### src/sv/sip_pkg.sv
`timescale 1ns / 1ps
package sip_pkg;

    localparam int COORD_BITS    = 16;
    localparam int FRAC_BITS_DEF = 16;
    localparam int OUT_BITS      = 32;
    localparam int DIFF_W        = COORD_BITS + 1;
    localparam int PROD_W        = 2 * DIFF_W;
    localparam int NUM_W         = PROD_W + 1;
    localparam int QDEPTH        = 4;

    typedef struct packed {
        logic signed [COORD_BITS-1:0] seg_a_start_x;
        logic signed [COORD_BITS-1:0] seg_a_start_y;
        logic signed [COORD_BITS-1:0] seg_a_end_x;
        logic signed [COORD_BITS-1:0] seg_a_end_y;
        logic signed [COORD_BITS-1:0] seg_b_start_x;
        logic signed [COORD_BITS-1:0] seg_b_start_y;
        logic signed [COORD_BITS-1:0] seg_b_end_x;
        logic signed [COORD_BITS-1:0] seg_b_end_y;
    } sip_in_t;

    typedef struct packed {
        logic                       found;
        logic signed [OUT_BITS-1:0] cross_x;
        logic signed [OUT_BITS-1:0] cross_y;
    } sip_out_t;

    // classified request handed from the front to the back
    typedef struct packed {
        logic                         found;
        logic [NUM_W-1:0]             den;
        logic [NUM_W-1:0]             tn;
        logic signed [COORD_BITS-1:0] ax0;
        logic signed [COORD_BITS-1:0] ax1;
        logic signed [COORD_BITS-1:0] ay0;
        logic signed [COORD_BITS-1:0] ay1;
    } sip_job_t;

    // registers from axis input to axis output
    function automatic int sip_lat(input int frac);
        return COORD_BITS + frac + 6;
    endfunction

endpackage

### src/sv/sip_queue.sv
`timescale 1ns / 1ps
module sip_queue (
    input  logic              clk,
    input  logic              rst_n,
    input  logic              wr_en,
    input  sip_pkg::sip_job_t wr_data,
    output logic              full,
    input  logic              rd_en,
    output sip_pkg::sip_job_t rd_data,
    output logic              empty
);
    import sip_pkg::*;

    localparam int PW = $clog2(QDEPTH);
    localparam int CW = $clog2(QDEPTH + 1);

    sip_job_t         mem_reg [QDEPTH];
    logic [PW-1:0]    wp_reg, rp_reg;
    logic [CW-1:0]    cnt_reg;
    logic             do_wr, do_rd;

    assign full    = (cnt_reg == CW'(QDEPTH));
    assign empty   = (cnt_reg == '0);
    assign do_wr   = wr_en && !full;
    assign do_rd   = rd_en && !empty;
    assign rd_data = mem_reg[rp_reg];

    always_ff @(posedge clk or negedge rst_n)
    begin
        if (!rst_n)
        begin
            wp_reg  <= '0;
            rp_reg  <= '0;
            cnt_reg <= '0;
        end
        else
        begin
            if (do_wr)
                wp_reg <= (wp_reg == PW'(QDEPTH - 1)) ? '0 : wp_reg + 1'b1;
            if (do_rd)
                rp_reg <= (rp_reg == PW'(QDEPTH - 1)) ? '0 : rp_reg + 1'b1;
            if (do_wr && !do_rd)
                cnt_reg <= cnt_reg + 1'b1;
            else if (do_rd && !do_wr)
                cnt_reg <= cnt_reg - 1'b1;
        end
    end

    always_ff @(posedge clk)
    begin
        if (do_wr)
            mem_reg[wp_reg] <= wr_data;
    end

endmodule

### config.mk
export PLATFORM = sky130hd
export DESIGN_NAME = sip_queue
export DESIGN_NICKNAME = d
export VERILOG_FILES = /design/src/sv/sip_pkg.sv /design/src/sv/sip_queue.sv
export SDC_FILE = /design/constraint.sdc
export NUM_CORES = 1
export LEC_CHECK = 0
export ABC_AREA = 1
export BUFFER_PORTS_ARGS = -buffer_cell sky130_fd_sc_hd__buf_2
export CAP_MARGIN = 15
export CELL_PAD_IN_SITES_DETAIL_PLACEMENT = 1
export CELL_PAD_IN_SITES_GLOBAL_PLACEMENT = 1
export CORE_MARGIN = 2
export CORE_UTILIZATION = 35
export DETAILED_ROUTE_END_ITERATION = 10
export HOLD_SLACK_MARGIN = 0.12
export PLACE_DENSITY = 0.68
export SKIP_CTS_REPAIR_TIMING = 1
export SLEW_MARGIN = 20
export SYNTH_ARGS = -nofsm -noshare
export SYNTH_HDL_FRONTEND = slang
export SYNTH_SLANG_ARGS = --single-unit
### constraint.sdc
create_clock -name clk -period 6.54 [get_ports clk]
set_input_delay 1.308 -clock clk [delete_from_list [all_inputs] [get_ports clk]]
set_output_delay 1.308 -clock clk [all_outputs]
set_load 0.02 [all_outputs]
==> metrics.md <==
| Metric | Value |
|---|---|
| Run status | `finished clean` |
| Clock Path Buffers | `3` |
| # Max-Cap Violations | `0` |
| Endpoints failing hold | `0` |
| Worst slack, placed | `around 2.5 ns` |
| Clock root buffer | `clkbuf_16` |
| Die area | `between 0.06 and 0.07 mm^2` |
| Post-synth EDFFs | `540` |
| Register area share after synthesis | `around three quarters` |
| Critical path capture point type | `output port` |
| Slowest CP cell | `dfrtp_4` |
| Placed cells | `~2600` |
| CP required | `5.23 ns` |
| Top cell type's share of synthesized area | `74.77%` |
| Antenna Violating Nets Remaining | `0` |
| Nets@finish | `2043` |
| Synth Cell Area | `0.02169 mm^2` |
| Most common cell in the synthesized netlist | `edfxtp_1` |
| FILL cells | `6478` |
| CTS tree | `done` |
| Synth top cells by count | `edfxtp_1 (540), nand2_1 (420), inv_1 (285)` |
| Arrival @ worst endpoint | `3.25 ns` |
| Total Neg Setup Slack | `0 ns` |
| WS Path Type | `reg -> out` |
| Die W | `252.9 um` |
| Dpl hpwl | `29610 um` |
| RSZ-0062 raised after global routing | `false` |
| Routed wire length | `51380 um` |
| Power per cell area | `about 480 mW/mm^2` |
| Grt total ovfl | `0` |
| Worst Path Buf+Inv | `3` |
| Number of port buffers | `275` |
| Period Utilization, post-route | `between 60% and 70%` |
| Vias/cell | `4.817` |
| Vias | `~13000` |
| Dominant cell type by area after synthesis | `edfxtp_1` |
| Largest net degree at the start of global routing | `roughly 190` |
| CP top delay family | `buffers and inverters` |
| Layout cell share with drive strength beyond 1 | `19.64%` |
| Final non-filler cell area | `approximately 0.026 mm^2` |
| Synth top area cells | `edfxtp_1 (75%), o211ai_1 (9.3%), nand2_1 (7.3%), inv_1 (4.9%), buf_2 (1.3%)` |
| Clock Skews | `approximately 0.010 ns` |
| Peak supply drop | `0.2631 mV` |
| Worst path cell trace | `inv_4 -> buf_4 -> o211ai_1 -> nand2_1 -> buf_2` |
| Finished Layout Cells | `2737` |
| Worst setup SP type | `flip-flop` |
| Area of the multi-input gates | `~0.0038 mm^2` |
| FP Rows | `91` |
| Min Tclk post-route | `4.562 ns` |
| Number of DRC markers in iteration 0 | `714` |
| RePlAce Congestion | `0.7128` |
| Syn-to-layout area delta | `18.35%` |
| Utilization after layout | `41.74%` |
| FF+latch count, synth | `547` |
| Post-Syn Instances | `about 1600` |
| Tightest Pin Transition | `1.048 ns` |
| TritonRoute pass-1 iters | `4` |
| GRT Total Usage | `15.96%` |
| CTS Sinks | `547` |
| Starting Density | `a little over a third` |
| Reg clk slew, reported paths | `0.06 ns` |
| Relative slew slack | `30.13%` |
| Latest clock arrival within the worst-skew pair | `0.59 ns` |
| Initial antenna violation count | `13` |
| Max incr delay on CP | `0.82 ns` |
| Max reg flops | `540` |
| Syn nets | `1781` |
| Core area | `0.06148 mm^2` |
| Final setup viols | `0` |
| Ys async rst share | `1.280%` |
| Register Area | `0.01640 mm^2` |
| Die height | `252.9 um` |
| Worst-path fanout max | `64` |
| Yosys cell types | `18` |
| Placed Area | `0.02382 mm^2` |
| Mapped Avg Cell Area | `13.26 um^2` |
| Synth Flop Type | `edfxtp_1` |
| Total CTS buffers | `58` |
| Final Worst Setup Slack | `just under 2 ns` |
| Yosys warning count | `0` |
| DR WL/cell | `roughly 19 um` |
| H-tree depth | `2` |
| First-pass GRT wire length | `78480 um` |
| Vias in the first global route | `13897` |
| Max-slew violation count | `0` |
| Hold Path Class | `reg -> reg` |
| DRC viols | `0` |
| Max Freq | `about 220 MHz` |
| IO Count | `approximately 280` |
| Leakage | `around 10 nW` |
-- cells in the final DEF (no fill, tap or decap), types with 3 or more instances in the layout --
master,synthesis,layout
buf_12,0,5
buf_2,56,275
buf_4,3,9
clkbuf_1,25,13
clkbuf_16,0,61
clkinv_1,0,11
clkinv_2,0,13
clkinv_4,0,3
clkinvlp_4,0,4
dfrtp_1,7,5
edfxtp_1,540,540
ha_1,6,6
inv_1,285,285
nand2_1,420,420
nand3_1,7,7
nor2_4,0,4
o211ai_1,270,270
-- power by group --
part	leakage [nW]	switching, mW	internal, mW	total [mW]
registers	5.03	0.306	4.60	4.91
clock network	0.882	1.33	1.78	3.11
logic	4.13	2.99	1.19	4.18
total	10.0	4.63	7.57	12.2
-- tightest hold or removal path, stage by stage (launching register included) --
cell	delay (ns)
dfrtp_1	0.38
nand2_1	0.06
nand2_1	0.05
-- metrics by stage --
stage | hold WS (ns) | total power [mW]
after global routing | 0.5183 | 12.92
after floorplan | 0.4628 | 7.820
after detailed placement | 0.5117 | 9.273
after CTS | 0.5047 | 12.43
after global placement | 0.4882 | 9.127
final | 0.5306 | 12.19
-- routing by layer --
layer	share of wire, %	GRT usage, %
met5	0.29	0
met4	1.5	3.787
met3	6.4	4.657
met2	50	28.16
met1	41	19.16
-- final timing paths --
path / cells past startpoint / from / slack [ns] / to
max reg2reg: 6 / cnt_reg[0] / 3.68 / mem_reg[2][1]
min reg2reg: 2 / cnt_reg[2] / 0.53 / cnt_reg[2]
max in group asynchronous: 1 / rst_n / 5.79 / rp_reg[1]
max: 5 / rp_reg[1] / 1.98 / rd_data[66]
min in group asynchronous: 1 / rst_n / 0.55 / cnt_reg[1]
min: 2 / cnt_reg[2] / 0.53 / cnt_reg[2]
-- kinds of logic (layout without fill, tap and decap cells) --
logic type,count (synthesis),in the layout,synth area share [%]
compound gates,271,271,9.370
xor+xnor,1,1,0.04040
fa+ha+maj,7,7,0.4385
buf+inv,375,685,7.004
flops,547,547,75.58
other cells,0,2,0
simple gates,434,434,7.564
-- final cells by class --
cell class	instances	area share (%)
tap	790	3.851
clock buffer	74	6.138
sequential	547	63.89
antenna	2	0.01950
inverter	286	4.192
clock inverter	34	0.9116
timing repair buffer	291	6.167
multi-input combinational	713	14.83
Note: power is estimated with default switching activity, not from simulation.
